### src/design/tsosc_pkg.sv
package tsosc_pkg;

   // field widths
   localparam int BPM_W   = 10;
   localparam int DIV_W   = 7;
   localparam int MULT_W  = 4;
   localparam int QUANT_W = 6;
   localparam int Q16_W   = 17;
   localparam int FLAGS_W = 3;
   localparam int MODE_W  = 2;
   localparam int BS_W    = 14;
   localparam int RAW_W   = 16;

   // datapath widths
   localparam int FRAC_W   = 32;
   localparam int Q16_FRAC = 16;
   localparam int BM_W     = BPM_W + MULT_W;
   localparam int NUM_W    = BM_W + BS_W;
   localparam int DVD_W    = NUM_W + FRAC_W;
   localparam int SHP_W    = FRAC_W + 1;
   localparam int QUO_W    = SHP_W;
   localparam int CNT_W    = $clog2(DVD_W + 1);
   localparam int QPROD_W  = SHP_W + QUANT_W;
   localparam int MPROD_W  = Q16_W + SHP_W;
   localparam int MAG_W    = MPROD_W - FRAC_W;

   // csr port
   localparam int CSR_ADDR_W = 5;
   localparam int CSR_DATA_W = 32;

   // constants
   localparam int SAMPLE_RATE_DEF = 44100;
   localparam int SEC_PER_MIN     = 60;
   localparam int FRAME_DEN       = 3600;
   localparam int DIV_MAX         = 2**DIV_W - 1;
   localparam logic [QUANT_W-1:0] QUANT_OFF = QUANT_W'(40);
   localparam logic [Q16_W-1:0]   ONE_Q16   = Q16_W'(65536);
   localparam logic [SHP_W-1:0]   ONE_Q32   = SHP_W'(1) << FRAC_W;

   localparam logic [CNT_W-1:0] ITERS_ADV   = CNT_W'(DVD_W);
   localparam logic [CNT_W-1:0] ITERS_QUANT = CNT_W'(QUANT_W + FRAC_W);

   // mode_flags bit positions
   localparam int FLAG_LOOP    = 0;
   localparam int FLAG_BOUNCE  = 1;
   localparam int FLAG_OFFLINE = 2;

   function automatic int den_base_w(input longint sr);
      longint top_val;
      top_val = longint'(DIV_MAX) * longint'(SEC_PER_MIN) * sr + 64'sd1;
      return $clog2(top_val);
   endfunction

   localparam int DEN_W_DEF = den_base_w(longint'(SAMPLE_RATE_DEF)) + 1;

   typedef enum logic [MODE_W-1:0] {
      MODE_AUDIO = 2'd0,
      MODE_FRAME = 2'd1,
      MODE_RESET = 2'd2,
      MODE_READ  = 2'd3
   } mode_type;

   typedef enum logic [2:0] {
      REG_TEMPO_BPM       = 3'd0,
      REG_BEAT_DIVIDER    = 3'd1,
      REG_BEAT_MULTIPLIER = 3'd2,
      REG_QUANT_STEPS     = 3'd3,
      REG_START_PHASE     = 3'd4,
      REG_LOW_VALUE       = 3'd5,
      REG_HIGH_VALUE      = 3'd6,
      REG_MODE_FLAGS      = 3'd7
   } csr_idx_type;

   typedef struct packed {
      logic [BPM_W-1:0]   tempo_bpm;
      logic [DIV_W-1:0]   beat_divider;
      logic [MULT_W-1:0]  beat_multiplier;
      logic [QUANT_W-1:0] quant_steps;
      logic [Q16_W-1:0]   start_phase;
      logic [Q16_W-1:0]   low_value;
      logic [Q16_W-1:0]   high_value;
      logic [FLAGS_W-1:0] mode_flags;
   } cfg_type;

   localparam cfg_type CFG_RESET = '{
      tempo_bpm:       BPM_W'(120),
      beat_divider:    DIV_W'(1),
      beat_multiplier: MULT_W'(1),
      quant_steps:     QUANT_OFF,
      start_phase:     '0,
      low_value:       '0,
      high_value:      ONE_Q16,
      mode_flags:      FLAGS_W'(1)
   };

   typedef enum logic [3:0] {
      ST_IDLE,
      ST_DECIDE,
      ST_PREP,
      ST_NUM,
      ST_ASTART,
      ST_AWAIT,
      ST_FOLD,
      ST_SHAPE,
      ST_QSTART,
      ST_QWAIT,
      ST_MAP,
      ST_DONE
   } ctrl_state_type;

   typedef struct packed {
      logic capture;
      logic prep;
      logic num;
      logic div_start;
      logic div_quant;
      logic load_start;
      logic phase_step;
      logic fold;
      logic qmul;
      logic shape_x;
      logic shape_zero;
      logic shape_quo;
      logic map_mul;
      logic out_load;
   } dp_cmd_type;

   typedef struct packed {
      logic advance;
      logic reset_mode;
      logic quant_on;
      logic quant_zero;
      logic div_done;
      logic out_busy;
   } dp_sts_type;

endpackage

### src/design/tsosc_regs.sv
module tsosc_regs import tsosc_pkg::*; (
   input  logic                  clock,
   input  logic                  reset,
   input  logic                  psel,
   input  logic                  penable,
   input  logic                  pwrite,
   input  logic [CSR_ADDR_W-1:0] paddr,
   input  logic [CSR_DATA_W-1:0] pwdata,
   output logic [CSR_DATA_W-1:0] prdata,
   output logic                  pready,
   output cfg_type               cfg,
   output logic                  start_load
);

   cfg_type     cfg_ff, cfg_in;
   logic        start_load_ff, start_load_in;
   logic        wr;
   csr_idx_type idx;

   assign wr     = psel & penable & pwrite;
   assign idx    = csr_idx_type'(paddr[CSR_ADDR_W-1:2]);
   assign pready = 1'b1;

   always_comb begin
      cfg_in        = cfg_ff;
      start_load_in = 1'b0;
      if (wr) begin
         unique case (idx)
            REG_TEMPO_BPM:       cfg_in.tempo_bpm       = pwdata[BPM_W-1:0];
            REG_BEAT_DIVIDER:    cfg_in.beat_divider    = pwdata[DIV_W-1:0];
            REG_BEAT_MULTIPLIER: cfg_in.beat_multiplier = pwdata[MULT_W-1:0];
            REG_QUANT_STEPS:     cfg_in.quant_steps     = pwdata[QUANT_W-1:0];
            REG_START_PHASE: begin
               cfg_in.start_phase = pwdata[Q16_W-1:0];
               start_load_in      = ~cfg_ff.mode_flags[FLAG_LOOP];
            end
            REG_LOW_VALUE:       cfg_in.low_value       = pwdata[Q16_W-1:0];
            REG_HIGH_VALUE:      cfg_in.high_value      = pwdata[Q16_W-1:0];
            REG_MODE_FLAGS: begin
               cfg_in.mode_flags = pwdata[FLAGS_W-1:0];
               start_load_in     = ~pwdata[FLAG_LOOP];
            end
            default: ;
         endcase
      end
   end

   always_ff @(posedge clock) begin
      if (reset) begin
         cfg_ff        <= CFG_RESET;
         start_load_ff <= 1'b0;
      end else begin
         cfg_ff        <= cfg_in;
         start_load_ff <= start_load_in;
      end
   end

   always_comb begin
      unique case (idx)
         REG_TEMPO_BPM:       prdata = CSR_DATA_W'(cfg_ff.tempo_bpm);
         REG_BEAT_DIVIDER:    prdata = CSR_DATA_W'(cfg_ff.beat_divider);
         REG_BEAT_MULTIPLIER: prdata = CSR_DATA_W'(cfg_ff.beat_multiplier);
         REG_QUANT_STEPS:     prdata = CSR_DATA_W'(cfg_ff.quant_steps);
         REG_START_PHASE:     prdata = CSR_DATA_W'(cfg_ff.start_phase);
         REG_LOW_VALUE:       prdata = CSR_DATA_W'(cfg_ff.low_value);
         REG_HIGH_VALUE:      prdata = CSR_DATA_W'(cfg_ff.high_value);
         REG_MODE_FLAGS:      prdata = CSR_DATA_W'(cfg_ff.mode_flags);
         default:             prdata = '0;
      endcase
   end

   assign cfg        = cfg_ff;
   assign start_load = start_load_ff;

endmodule

### src/design/tsosc_div.sv
module tsosc_div import tsosc_pkg::*; #(
   parameter int DEN_W = DEN_W_DEF
) (
   input  logic             clock,
   input  logic             reset,
   input  logic             start,
   input  logic [DVD_W-1:0] dividend,
   input  logic [DEN_W-1:0] divisor,
   input  logic [CNT_W-1:0] iters,
   output logic [QUO_W-1:0] quotient,
   output logic             done
);

   // restoring divider, one quotient bit per cycle, msb first
   logic [DVD_W-1:0] dvd_ff, dvd_in;
   logic [DEN_W-1:0] den_ff, den_in;
   logic [DEN_W-1:0] rem_ff, rem_in;
   logic [QUO_W-1:0] quo_ff, quo_in;
   logic [CNT_W-1:0] cnt_ff, cnt_in;
   logic             busy_ff, busy_in;
   logic             done_ff, done_in;
   logic [DEN_W:0]   trial;
   logic [DEN_W:0]   diff;
   logic             ge;

   assign trial = {rem_ff, dvd_ff[DVD_W-1]};
   assign diff  = trial - {1'b0, den_ff};
   assign ge    = trial >= {1'b0, den_ff};

   always_comb begin
      dvd_in  = dvd_ff;
      den_in  = den_ff;
      rem_in  = rem_ff;
      quo_in  = quo_ff;
      cnt_in  = cnt_ff;
      busy_in = busy_ff;
      done_in = 1'b0;
      if (start) begin
         dvd_in  = dividend;
         den_in  = divisor;
         rem_in  = '0;
         quo_in  = '0;
         cnt_in  = iters;
         busy_in = 1'b1;
      end else if (busy_ff) begin
         rem_in = ge ? diff[DEN_W-1:0] : trial[DEN_W-1:0];
         quo_in = {quo_ff[QUO_W-2:0], ge};
         dvd_in = {dvd_ff[DVD_W-2:0], 1'b0};
         cnt_in = cnt_ff - CNT_W'(1);
         if (cnt_ff == CNT_W'(1)) begin
            busy_in = 1'b0;
            done_in = 1'b1;
         end
      end
   end

   always_ff @(posedge clock) begin
      if (reset) begin
         busy_ff <= 1'b0;
         done_ff <= 1'b0;
         cnt_ff  <= '0;
      end else begin
         busy_ff <= busy_in;
         done_ff <= done_in;
         cnt_ff  <= cnt_in;
      end
   end

   always_ff @(posedge clock) begin
      dvd_ff <= dvd_in;
      den_ff <= den_in;
      rem_ff <= rem_in;
      quo_ff <= quo_in;
   end

   assign quotient = quo_ff;
   assign done     = done_ff;

endmodule

### src/design/tsosc_datapath.sv
module tsosc_datapath import tsosc_pkg::*; #(
   parameter int SAMPLE_RATE = SAMPLE_RATE_DEF
) (
   input  logic              clock,
   input  logic              reset,
   input  dp_cmd_type        cmd,
   output dp_sts_type        sts,
   input  cfg_type           cfg,
   input  logic              start_load,
   input  logic [MODE_W-1:0] req_mode,
   input  logic [BS_W-1:0]   req_buffer_size,
   output logic              rsp_valid,
   input  logic              rsp_stall,
   output logic [Q16_W-1:0]  rsp_mapped_value,
   output logic [RAW_W-1:0]  rsp_raw_phase
);

   localparam longint SCALE_AUDIO = longint'(SEC_PER_MIN) * longint'(SAMPLE_RATE);
   localparam int     SCALE_W     = $clog2(SCALE_AUDIO + 64'sd1);
   localparam int     DENB_W      = den_base_w(longint'(SAMPLE_RATE));
   localparam int     DEN_W       = DENB_W + 1;

   mode_type             mode_ff, mode_in;
   logic [BS_W-1:0]      bs_ff, bs_in;
   logic [FRAC_W-1:0]    phase_ff, phase_in;
   logic [SHP_W-1:0]     shaped_ff, shaped_in;
   logic [BM_W-1:0]      bm_ff;
   logic [DENB_W-1:0]    denb_ff;
   logic [NUM_W-1:0]     num_ff;
   logic [DEN_W-1:0]     den_ff;
   logic [SHP_W-1:0]     x_ff;
   logic [QPROD_W-1:0]   qprod_ff;
   logic [MPROD_W-1:0]   mprod_ff;
   logic                 down_ff;
   logic                 out_valid_ff, out_valid_in;
   logic [Q16_W-1:0]     mapped_ff;
   logic [RAW_W-1:0]     raw_ff;

   logic                 audio;
   logic [DIV_W-1:0]     div_eff;
   logic [SCALE_W-1:0]   scale;
   logic [DIV_W+SCALE_W-1:0] denb_prod;
   logic [BM_W-1:0]      bm_prod;
   logic [BS_W-1:0]      bs_sel;
   logic [NUM_W-1:0]     num_prod;
   logic [Q16_W-1:0]     start_sat;
   logic [SHP_W-1:0]     start_q;
   logic [SHP_W:0]       fold_full;
   logic [SHP_W-1:0]     x_shape;
   logic [SHP_W:0]       x_sum;
   logic [SHP_W:0]       x_wrap;
   logic [QPROD_W-1:0]   qprod;
   logic [QUANT_W-1:0]   quant_k;
   logic [DVD_W-1:0]     div_dividend;
   logic [DEN_W-1:0]     div_divisor;
   logic [CNT_W-1:0]     div_iters;
   logic [QUO_W-1:0]     quo;
   logic                 div_done;
   logic                 map_up;
   logic [Q16_W-1:0]     map_d;
   logic [MPROD_W-1:0]   mprod;
   logic [MAG_W-1:0]     mag;
   logic [MAG_W-1:0]     mag_ceil;
   logic [Q16_W-1:0]     mapped;

   assign audio = (mode_ff == MODE_AUDIO);

   // increment operands
   assign div_eff   = (cfg.beat_divider == '0) ? DIV_W'(1) : cfg.beat_divider;
   assign scale     = audio ? SCALE_W'(SCALE_AUDIO) : SCALE_W'(FRAME_DEN);
   assign denb_prod = div_eff * scale;
   assign bm_prod   = cfg.tempo_bpm * cfg.beat_multiplier;
   assign bs_sel    = audio ? bs_ff : BS_W'(1);
   assign num_prod  = bm_ff * bs_sel;

   // start phase in q32, saturated at one
   assign start_sat = (cfg.start_phase > ONE_Q16) ? ONE_Q16 : cfg.start_phase;
   assign start_q   = {start_sat, {Q16_FRAC{1'b0}}};

   // triangle fold and offset
   assign fold_full = {2'b10, {FRAC_W{1'b0}}} - {1'b0, phase_ff, 1'b0};
   always_comb begin
      if (!cfg.mode_flags[FLAG_BOUNCE]) begin
         x_shape = {1'b0, phase_ff};
      end else if (!phase_ff[FRAC_W-1]) begin
         x_shape = {phase_ff, 1'b0};
      end else begin
         x_shape = fold_full[SHP_W-1:0];
      end
   end
   assign x_sum  = {1'b0, x_shape} + {1'b0, start_q};
   assign x_wrap = (x_sum >= {1'b0, ONE_Q32}) ? x_sum - {1'b0, ONE_Q32} : x_sum;

   assign qprod   = x_ff * cfg.quant_steps;
   assign quant_k = qprod_ff[FRAC_W +: QUANT_W];

   // shared divider operands
   assign div_dividend = cmd.div_quant ? {quant_k, {(DVD_W-QUANT_W){1'b0}}}
                                       : {num_ff, {FRAC_W{1'b0}}};
   assign div_divisor  = cmd.div_quant ? DEN_W'(cfg.quant_steps) : den_ff;
   assign div_iters    = cmd.div_quant ? ITERS_QUANT : ITERS_ADV;

   tsosc_div #(
      .DEN_W(DEN_W)
   ) u_div (
      .clock    (clock),
      .reset    (reset),
      .start    (cmd.div_start),
      .dividend (div_dividend),
      .divisor  (div_divisor),
      .iters    (div_iters),
      .quotient (quo),
      .done     (div_done)
   );

   // output mapping
   assign map_up   = cfg.high_value >= cfg.low_value;
   assign map_d    = map_up ? cfg.high_value - cfg.low_value : cfg.low_value - cfg.high_value;
   assign mprod    = map_d * shaped_ff;
   assign mag      = mprod_ff[FRAC_W +: MAG_W];
   assign mag_ceil = mag + MAG_W'(|mprod_ff[FRAC_W-1:0]);
   always_comb begin
      if (down_ff) begin
         mapped = cfg.low_value - mag_ceil[Q16_W-1:0];
      end else begin
         mapped = cfg.low_value + mag[Q16_W-1:0];
      end
   end

   always_comb begin
      mode_in = mode_ff;
      bs_in   = bs_ff;
      if (cmd.capture) begin
         mode_in = mode_type'(req_mode);
         bs_in   = req_buffer_size;
      end
   end

   always_comb begin
      priority if (cmd.load_start) begin
         phase_in = start_q[FRAC_W-1:0];
      end else if (cmd.phase_step) begin
         phase_in = phase_ff + quo[FRAC_W-1:0];
      end else begin
         phase_in = phase_ff;
      end
   end

   always_comb begin
      priority if (start_load || cmd.load_start) begin
         shaped_in = start_q;
      end else if (cmd.shape_x) begin
         shaped_in = x_ff;
      end else if (cmd.shape_zero) begin
         shaped_in = '0;
      end else if (cmd.shape_quo) begin
         shaped_in = quo;
      end else begin
         shaped_in = shaped_ff;
      end
   end

   always_comb begin
      out_valid_in = out_valid_ff;
      if (cmd.out_load) begin
         out_valid_in = 1'b1;
      end else if (!rsp_stall) begin
         out_valid_in = 1'b0;
      end
   end

   always_ff @(posedge clock) begin
      if (reset) begin
         phase_ff     <= '0;
         shaped_ff    <= '0;
         out_valid_ff <= 1'b0;
      end else begin
         phase_ff     <= phase_in;
         shaped_ff    <= shaped_in;
         out_valid_ff <= out_valid_in;
      end
   end

   always_ff @(posedge clock) begin
      mode_ff <= mode_in;
      bs_ff   <= bs_in;
      if (cmd.prep) begin
         bm_ff   <= bm_prod;
         denb_ff <= denb_prod[DENB_W-1:0];
      end
      if (cmd.num) begin
         num_ff <= num_prod;
         den_ff <= cfg.mode_flags[FLAG_BOUNCE] ? {denb_ff, 1'b0} : {1'b0, denb_ff};
      end
      if (cmd.fold) begin
         x_ff <= x_wrap[SHP_W-1:0];
      end
      if (cmd.qmul) begin
         qprod_ff <= qprod;
      end
      if (cmd.map_mul) begin
         mprod_ff <= mprod;
         down_ff  <= ~map_up;
      end
      if (cmd.out_load) begin
         mapped_ff <= mapped;
         raw_ff    <= phase_ff[FRAC_W-1 -: RAW_W];
      end
   end

   always_comb begin
      sts            = '0;
      sts.advance    = (audio && cfg.mode_flags[FLAG_LOOP] && !cfg.mode_flags[FLAG_OFFLINE])
                    || (mode_ff == MODE_FRAME && cfg.mode_flags[FLAG_OFFLINE]);
      sts.reset_mode = (mode_ff == MODE_RESET);
      sts.quant_on   = (cfg.quant_steps != QUANT_OFF);
      sts.quant_zero = (cfg.quant_steps == '0);
      sts.div_done   = div_done;
      sts.out_busy   = out_valid_ff & rsp_stall;
   end

   assign rsp_valid        = out_valid_ff;
   assign rsp_mapped_value = mapped_ff;
   assign rsp_raw_phase    = raw_ff;

`ifndef SYNTHESIS
   a_shaped_bound: assert property (@(posedge clock) disable iff (reset)
      shaped_ff <= ONE_Q32)
      else $error("shaped phase above one");

   a_valid_from_load: assert property (@(posedge clock) disable iff (reset)
      $rose(rsp_valid) |-> $past(cmd.out_load))
      else $error("result appeared without a load");

   a_phase_hold: assert property (@(posedge clock) disable iff (reset)
      (!$past(reset) && !$past(cmd.phase_step) && !$past(cmd.load_start))
      |-> $stable(phase_ff))
      else $error("phase moved without a step or reload");
`endif

endmodule

### src/design/tsosc_ctrl.sv
module tsosc_ctrl import tsosc_pkg::*; (
   input  logic       clock,
   input  logic       reset,
   input  logic       req_valid,
   output logic       req_stall,
   input  dp_sts_type sts,
   output dp_cmd_type cmd
);

   ctrl_state_type state_ff, state_in;

   always_ff @(posedge clock) begin
      if (reset) begin
         state_ff <= ST_IDLE;
      end else begin
         state_ff <= state_in;
      end
   end

   always_comb begin
      state_in  = state_ff;
      cmd       = '0;
      req_stall = 1'b1;
      unique case (state_ff)
         ST_IDLE: begin
            req_stall = 1'b0;
            if (req_valid) begin
               cmd.capture = 1'b1;
               state_in    = ST_DECIDE;
            end
         end
         ST_DECIDE: begin
            priority if (sts.advance) begin
               state_in = ST_PREP;
            end else if (sts.reset_mode) begin
               cmd.load_start = 1'b1;
               state_in       = ST_MAP;
            end else begin
               state_in = ST_MAP;
            end
         end
         ST_PREP: begin
            cmd.prep = 1'b1;
            state_in = ST_NUM;
         end
         ST_NUM: begin
            cmd.num  = 1'b1;
            state_in = ST_ASTART;
         end
         ST_ASTART: begin
            cmd.div_start = 1'b1;
            state_in      = ST_AWAIT;
         end
         ST_AWAIT: begin
            if (sts.div_done) begin
               cmd.phase_step = 1'b1;
               state_in       = ST_FOLD;
            end
         end
         ST_FOLD: begin
            cmd.fold = 1'b1;
            state_in = ST_SHAPE;
         end
         ST_SHAPE: begin
            priority if (!sts.quant_on) begin
               cmd.shape_x = 1'b1;
               state_in    = ST_MAP;
            end else if (sts.quant_zero) begin
               cmd.shape_zero = 1'b1;
               state_in       = ST_MAP;
            end else begin
               cmd.qmul = 1'b1;
               state_in = ST_QSTART;
            end
         end
         ST_QSTART: begin
            cmd.div_start = 1'b1;
            cmd.div_quant = 1'b1;
            state_in      = ST_QWAIT;
         end
         ST_QWAIT: begin
            if (sts.div_done) begin
               cmd.shape_quo = 1'b1;
               state_in      = ST_MAP;
            end
         end
         ST_MAP: begin
            cmd.map_mul = 1'b1;
            state_in    = ST_DONE;
         end
         ST_DONE: begin
            if (!sts.out_busy) begin
               cmd.out_load = 1'b1;
               state_in     = ST_IDLE;
            end
         end
         default: state_in = ST_IDLE;
      endcase
   end

`ifndef SYNTHESIS
   a_div_done_waiting: assert property (@(posedge clock) disable iff (reset)
      sts.div_done |-> (state_ff == ST_AWAIT || state_ff == ST_QWAIT))
      else $error("divider finished outside a wait state");

   a_no_overwrite: assert property (@(posedge clock) disable iff (reset)
      sts.out_busy |-> !cmd.out_load)
      else $error("result register overwritten while held");

   a_capture_decide: assert property (@(posedge clock) disable iff (reset)
      cmd.capture |=> state_ff == ST_DECIDE)
      else $error("captured request not decoded");
`endif

endmodule

### src/design/tempo_synced_phase_oscillator_core.sv
// Tempo-synced phase oscillator (control-rate LFO). Each request is one tick: an audio buffer
// tick advances the Q32 phase by tempo*mult*buffer_size/(60*div*SAMPLE_RATE) cycles when loop
// is on and offline is off, a frame tick advances it by tempo*mult/(3600*div) when offline is
// on, both halved with bounce on; a reset tick reloads the phase from start_phase and a read
// tick changes nothing; every tick gives exactly one response with the shaped phase mapped
// from low_value to high_value (Q16) and the top 16 bits of the accumulator. One request is
// in work at a time. An advancing tick spends almost all of its time in the shared restoring
// divider, which yields one quotient bit per cycle while busy (60 bits for the increment, 38
// for the quantiser when quant_steps is neither 40 nor 0). The response sits in an output
// register, so a new request is taken while the previous response is still stalled, and the
// design only waits at the end if the output register is still full. Configuration is to be
// written over the APB port only while the block is idle; the block itself does not enforce
// this. pready is always high and there is no clearing pass after reset.
module tempo_synced_phase_oscillator_core import tsosc_pkg::*; #(
   parameter int SAMPLE_RATE = SAMPLE_RATE_DEF
) (
   input  logic                  clock,
   input  logic                  reset,
   // request channel
   input  logic                  req_valid,
   output logic                  req_stall,
   input  logic [MODE_W-1:0]     req_mode,
   input  logic [BS_W-1:0]       req_buffer_size,
   // response channel
   output logic                  rsp_valid,
   input  logic                  rsp_stall,
   output logic [Q16_W-1:0]      rsp_mapped_value,
   output logic [RAW_W-1:0]      rsp_raw_phase,
   // configuration port
   input  logic                  psel,
   input  logic                  penable,
   input  logic                  pwrite,
   input  logic [CSR_ADDR_W-1:0] paddr,
   input  logic [CSR_DATA_W-1:0] pwdata,
   output logic [CSR_DATA_W-1:0] prdata,
   output logic                  pready
);

   cfg_type    cfg;
   logic       start_load;
   dp_cmd_type cmd;
   dp_sts_type sts;

   // register file; a start_phase or mode_flags write with loop off reloads the shaped phase
   tsosc_regs u_regs (
      .clock      (clock),
      .reset      (reset),
      .psel       (psel),
      .penable    (penable),
      .pwrite     (pwrite),
      .paddr      (paddr),
      .pwdata     (pwdata),
      .prdata     (prdata),
      .pready     (pready),
      .cfg        (cfg),
      .start_load (start_load)
   );

   // sequencer: decode tick, run increment division, fold, quantise, map, hand off
   tsosc_ctrl u_ctrl (
      .clock     (clock),
      .reset     (reset),
      .req_valid (req_valid),
      .req_stall (req_stall),
      .sts       (sts),
      .cmd       (cmd)
   );

   // accumulator, multipliers, shared divider and output register
   tsosc_datapath #(
      .SAMPLE_RATE(SAMPLE_RATE)
   ) u_datapath (
      .clock            (clock),
      .reset            (reset),
      .cmd              (cmd),
      .sts              (sts),
      .cfg              (cfg),
      .start_load       (start_load),
      .req_mode         (req_mode),
      .req_buffer_size  (req_buffer_size),
      .rsp_valid        (rsp_valid),
      .rsp_stall        (rsp_stall),
      .rsp_mapped_value (rsp_mapped_value),
      .rsp_raw_phase    (rsp_raw_phase)
   );

endmodule

### config.mk
export PLATFORM = sky130hd
export DESIGN_NAME = tempo_synced_phase_oscillator_core
export DESIGN_NICKNAME = d
export VERILOG_FILES = /design/src/design/tsosc_pkg.sv /design/src/design/tsosc_regs.sv /design/src/design/tsosc_div.sv /design/src/design/tsosc_datapath.sv /design/src/design/tsosc_ctrl.sv /design/src/design/tempo_synced_phase_oscillator_core.sv
export SDC_FILE = /design/constraint.sdc
export NUM_CORES = 2
export LEC_CHECK = 0
export BUFFER_PORTS_ARGS = -buffer_cell sky130_fd_sc_hd__buf_2
export CORE_ASPECT_RATIO = 1.2
export CORE_MARGIN = 4
export CORE_UTILIZATION = 35
export CTS_CLUSTER_DIAMETER = 120
export CTS_CLUSTER_SIZE = 30
export DETAILED_ROUTE_END_ITERATION = 10
export MAX_ROUTING_LAYER = met4
export SLEW_MARGIN = 20
export SYNTH_ARGS = -nofsm -noshare
export SYNTH_HDL_FRONTEND = slang
export SYNTH_SLANG_ARGS = --single-unit
### constraint.sdc
create_clock -name clock -period 8.5 [get_ports clock]
set_clock_uncertainty 0.15 [all_clocks]
set_input_delay 0.425 -clock clock [delete_from_list [all_inputs] [get_ports clock]]
set_output_delay 0.425 -clock clock [all_outputs]
set_load 0.02 [all_outputs]
======== After elaboration in Yosys (flattened, before gate mapping) ========
Index checks and enable logic that the tools add are counted.
word-level totals
  register bits ........................... 584
  bits of input ports ..................... 60
  output and inout port bits .............. 68
  logic and storage cells ................. 185
cells by class
  add/subtract/negate cells ............... 11
  multipliers ............................. 5
  $lt $le $gt $ge ......................... 4
  eq/ne operators ......................... 27
  mux-type cells .......................... 63
  bitwise operators ....................... 8
  reduce and logical (&&, ||, !) cells .... 30
operators with widths
  cell                      count
  $pmux W32 S8              1
  $mux W33                  7
  $mux W60                  3
  $mux W32                  2
  $mux W17                  3
  $sub A17 B17 Y17          3
  $mul A17 B33 Y49          1
  $pmux W4 S12              1
  $mul A33 B6 Y38           1
  $add A33 B33 Y34          1
  $ge A34 B33 Y1 const B    1
  $sub A1 B33 Y33 const A   1
  $sub A33 B33 Y33 const B  1
  $add A32 B32 Y32          1
  $reduce_or A32 Y1         1
  $ge A31 B30 Y1            1
  $mux W30                  1
  $sub A30 B30 Y30          1
  $mul A7 B22 Y29           1
  $mux W29                  1
  $mul A14 B14 Y28          1
  $mux W1                   28
  $mux W22                  1
  $mux W4                   5
  other kinds (43)          80

======== Longest topological paths before layout ========
  depth after elaboration ................. 8
  depth in mapped cells ................... 42
  depth with buffers taken out ............ 38

======== Cells and area by module ========
From an unflattened synthesis, not the netlist that was laid out.
unflattened totals
  cell total of the unflattened synthesis .. 6770
  area total of the unflattened synthesis .. 62098.3 µm²
by module, submodules not included
  module          instances  cells an instance  area an instance (µm²)  sequential area each (µm²)
  tsosc_datapath  1          5441               49661.4                 8257.9
  tsosc_div       1          770                8232.9                  4124.0
  tsosc_regs      1          502                3801.1                  1641.6
  tsosc_ctrl      1          57                 402.9                   80.1

======== Worst setup path before layout ========
OpenSTA, ideal clock, no wires.
  kind .................................... register -> register
  from .................................... register u_regs.cfg_ff (netlist bit u_regs.cfg[21])
  to ...................................... register u_datapath.mprod_ff[47] (data pin)
  setup time .............................. 265 ps
  arrival time ............................ 9027 ps
  data required time ...................... 8085 ps
  setup slack ............................. -942 ps
  stages on the path, launching flop included .. 37
  buffers on the path ..................... 2
  clock period less this slack ............ 9442 ps
  cells stage by stage .................... dfxtp_1 > inv_1 > ha_1 > nor2_1 > a21oi_1 > o41a_1 > a221oi_2 > o21a_1 > buf_4 > o211ai_1 > o41ai_1 > a41oi_1 > o21a_1 > buf_4 > mux2i_1 > a2111oi_0 > fa_1 > fa_1 > inv_1 > fa_1 > fa_1 > fa_1 > inv_1 > fa_1 > inv_1 > ha_1 > nand2_1 > nor2_1 > and3_1 > nand2_1 > a211oi_1 > o21a_1 > a31oi_1 > o32a_1 > a31o_2 > o21ai_0 > xor2_1
between the ends
  longest elaborated chain between the ends .. 3
  elaborated cells between the ends (all ways) .. 5
ends and longest elaborated chain
  item                                                       RTL line                                      text
  start, declared                                            tsosc_regs.sv:15                              cfg_type cfg_ff, cfg_in;
  start signal, assigned                                     tsosc_regs.sv:53                              cfg_ff <= cfg_in;
  $sub A17 B17 Y17 / $ge A17 B17 Y1 (equally long branches)  tsosc_datapath.sv:118, tsosc_datapath.sv:117
  $mux W17 *                                                 tsosc_datapath.sv:118                         assign map_d = map_up ? cfg.high_value - cfg.low_value : cfg.low_value - cfg.high_value;
  $mul A17 B33 Y49 *                                         tsosc_datapath.sv:119                         assign mprod = map_d * shaped_ff;
  net u_datapath.mprod[47]                                   tsosc_datapath.sv:61                          logic [MPROD_W-1:0] mprod;
  end signal, assigned                                       tsosc_datapath.sv:202                         mprod_ff <= mprod;
  end, declared                                              tsosc_datapath.sv:33                          logic [MPROD_W-1:0] mprod_ff;
Mark *: on every way through the listed nets, which the timed path passes. The rest lies on a longest branch.
A chain may end at the register's enable or synchronous reset.

======== Worst setup path in the final report ========
  from .................................... register u_regs.cfg_ff (netlist bit u_regs.cfg[5])
  to ...................................... register u_datapath.mprod_ff[43] (data pin)
Same word-level chain as after synthesis.

==> metrics.md <==
| Metric | Value |
|---|---|
| Clock network power share | 0.179 |
| RSZ-0062 raised after global routing | true |
| Hold Path Stages | 5 |
| Crit-path max cell delay | 0.61 ns |
| Worst r2r path cells | 34 |
| Final hold violation count | 0 |
| Most used cell, CP | fa_1 |
| Synth unique cells | 89 |
| Final Cell Area | 69400 sq um |
| Crit start category | flop |
| Most frequent cells in the layout | nand2_1, inv_1, fa_1, ha_1, buf_4 |
| Final core utilization | 0.401 |
| Final period util | 1.08 |
| Seq cells post-synth | 512 |
| Hold_sp | req_valid |
| Multi-input logic area | about 44000 sq um |
| CTS tree | yes |
| Max-cap violations | 0 |
| Die span in x | 389 microns |
| Area post-placement | 66600 sq um |
| Mapped Area | 61100 sq um |
| Setup ws final | -0.721 ns |
| WL per Instance | 18.3 microns |
| Gr usage total | 0.193 |
| Vias in the first global route | 49400 |
| Sequential cell area | 13200 sq um |
| Sequential area share after synthesis | 0.215 |
| Switch Pwr | about 3.4 mW |
| Drt pass-1 iters | 6 |
| Post-synth EDFFs | 289 |
| Final wirelength | about 170000 microns |
| Worst min-delay path class | in -> reg |
| DR iter-0 viols | 3746 |
| Setup CP Type | reg -> reg |
| Core region area | about 170000 sq um |
| Final setup viols | 24 |
| First-pass GRT wire length | approximately 270000 microns |
| Leakage | ~32 nW |
| Final Max Tran Viols | 0 |
| Full die area | 181000 sq um |
| Data required time of the worst path | 8.77 ns |
| Total gr overflow | 0 |
| Predominant post-synthesis flop cell | edfxtp_1 |
| Post-route ant nets | 0 |
| Share of flip-flops with an asynchronous set or reset | 0 |
| Min Hold Slack | 0.153 ns |
| Inserted Clock Buffers | 25 |
| Area growth syn-to-layout | 13.7% |
| Final Wtd Congestion | roughly 0.92 |
| Rel. slew slack | 0.265 |
| Die height | 466 microns |
| Met2 routed WL | 80000 microns |
| I/O pin cnt | around 130 |
| Layout cells sized above 1 | 0.124 |
| CP Max Fanout | 5 |
| Critical path arrival | 9.50 ns |
| Seq pwr share | 0.373 |
| DP Worst Slack | -0.918 ns |
| Total number of vias | about 48000 |
| Met3 Routed Length | between 8000 and 9000 microns |
| Root Buffer | clkbuf_16 |
| Largest net degree at the start of global routing | 96 |
| CTS sink cnt | 512 |
| Clock slew at the register clock pins of the worst setup and hold paths | 0.12 ns |
| Reg2reg start | u_regs.cfg[5] |
| Syn avg cell area | a little under 9 sq um |
| DR top layer | met4 |
| Net Sw Frac | 0.392 |
| Worst Tran Pin Value | about 1.1 ns |
| Comb pwr share | 0.448 |
| Clock Latency Late Sink | 0.67 ns |
| Cell-internal power | 5.23 mW |
| Fillers | 17100 |
| Via density | ~5 |
| DRC errors left | 0 |
| Crit path from | u_regs.cfg[5] |
| WL met1 | slightly below 80000 microns |
| Clock tree buffer depth | 3 |
| Starting Density | 0.353 |
| I/O Buffers | 94 |
| Initial antenna violation count | 11 |
| Peak VDD IR | 0.213 mV |
| Mapped Cells | 6824 |
| H-tree depth | 1 |
| Detailed Place HPWL | 136000 microns |
| Commonest non-fill, non-tap cell in the layout | nand2_1 |
| Failing checks | setup timing |
| Row count | around 170 |
| Pwr dens | 124 nW/um^2 |
| Nature of the critical path endpoint | flop |
| Status | finished, violations left |
| Highest clock rate | 108 MHz |
| Min Tclk post-route | 9.22 ns |
| Slowest CP cell | fa_1 |
| Yosys Warn Count | 0 |
| Nets@finish | 8414 |
[path summary, 6_finish.rpt]
check / to / slack [ns]
worst min register to register: u_regs.cfg[49] / 0.35
worst max-delay path: u_datapath.mprod_ff[43] / -0.72
worst max register to register: u_datapath.mprod_ff[43] / -0.72
worst min-delay path: u_ctrl.state_ff[2] / 0.15
[worst max-delay path: cells and delay by family, from the launching register on]
family                     cells  cell delay [ns]
AOI/OAI and AO/OA             15             3.60
xor gates and xnor gates       2             0.33
adders and majority gates      8             3.43
buffers and inverters          8             0.94
DFF                            1             0.38
and+or+nand+nor                1             0.14
[per-stage QoR]
step | setup TNS, ns | instances | power [mW]
global placement | -14.88 | 9246 | 6.93
floorplan | -0.0198 | 6838 | 5.99
detailed placement | -15.12 | 9246 | 7.01
finish | -9.80 | 9384 | 8.61
CTS | -6.67 | 9343 | 8.65
global route | -18.73 | 9379 | 9.31
[flip-flops by register name, summed over array words and instances (netlist names), 25 cells and up]
signal                     flops
u_datapath.u_div.den_ff       30
u_datapath.mprod_ff           49
u_datapath.den_ff             26
u_datapath.denb_ff            25
u_datapath.num_ff             28
u_datapath.phase_ff           32
u_datapath.x_ff               33
u_regs.cfg                    81
u_datapath.u_div.quotient     33
u_datapath.u_div.dvd_ff       28
u_datapath.u_div.rem_ff       30
u_datapath.shaped_ff          33
[metal layers]
metal / vias up / GRT usage
li1: 22600 / -
met1: 23900 / 0.267
met2: 1242 / 0.309
met3: 194 / 0.0166
met4: 0 / 0.0476
met5: - / -
[power groups by stage]
| stage | sequential (mW) | clock, mW | combinational [mW] |
|---|---|---|---|
| 6_report | 3.21 | 1.54 | 3.85 |
| 5_1_grt | 3.24 | 1.69 | 4.38 |
| 4_1_cts | 3.21 | 1.62 | 3.82 |
| 3_5_place_dp | 3.27 | 0 | 3.74 |
| 3_3_place_gp | 3.26 | 0 | 3.67 |
| 2_1_floorplan | 3.14 | 0 | 2.85 |
[repair_timing]
item | in CTS | in global routing
gates cloned | 1 | 3
pin swaps | 40 | 44
buffers inserted | 19 | 26
hold endpoints to repair | 94 | 0
setup endpoints to repair | 33 | 34
hold buffers | 35 | 0
gates resized for setup | 117 | 106
[cell usage after synthesis, types with 20 or more instances]
library cell / instances / area (sq um)
nand3_1: 78 / 390
nor3_1: 94 / 470
edfxtp_1: 289 / 8680
o211ai_1: 36 / 270
o311ai_0: 22 / 193
fa_1: 788 / 15800
o21a_1: 26 / 195
and2_1: 288 / 1800
inv_1: 1015 / 3810
xnor2_1: 158 / 1380
nand2b_1: 78 / 488
nand2_1: 1061 / 3980
mux2_2: 35 / 394
a2111oi_0: 20 / 175
dfxtp_1: 223 / 4460
o21bai_1: 36 / 270
a21oi_1: 353 / 1770
a211oi_1: 28 / 210
a221oi_1: 29 / 254
ha_1: 492 / 6160
o21ai_0: 217 / 1090
and3_1: 89 / 557
a31oi_1: 23 / 144
nor2b_1: 128 / 801
xor2_1: 74 / 648
nand4_1: 21 / 131
a21o_1: 104 / 781
clkbuf_1: 323 / 1210
a22o_1: 22 / 193
nor2_1: 276 / 1040
mux2i_1: 109 / 1090
[cell type report]
type	count	area share
timing repair buffer	580	0.0664
clock buffer	34	0.00950
tap	2281	0.0411
antenna	11	0.000397
sequential	512	0.190
inverter	1018	0.0551
clock inverter	11	0.00278
multi-input combinational	4937	0.635
[cell families (layout without fill, tap and decap cells)]
| group | after synthesis | in the layout | synth area share |
|---|---|---|---|
| other | 2 | 27 | 0.000123 |
| DFF | 512 | 512 | 0.215 |
| xor gates and xnor gates | 232 | 233 | 0.0333 |
| and+or+nand+nor | 2208 | 2208 | 0.169 |
| muxes | 146 | 146 | 0.0249 |
| AOI/OAI and AO/OA | 1054 | 1054 | 0.111 |
| buffers and inverters | 1390 | 1643 | 0.0870 |
| adders and majority gates | 1280 | 1280 | 0.359 |
Note: power is estimated with default switching activity, not from simulation.
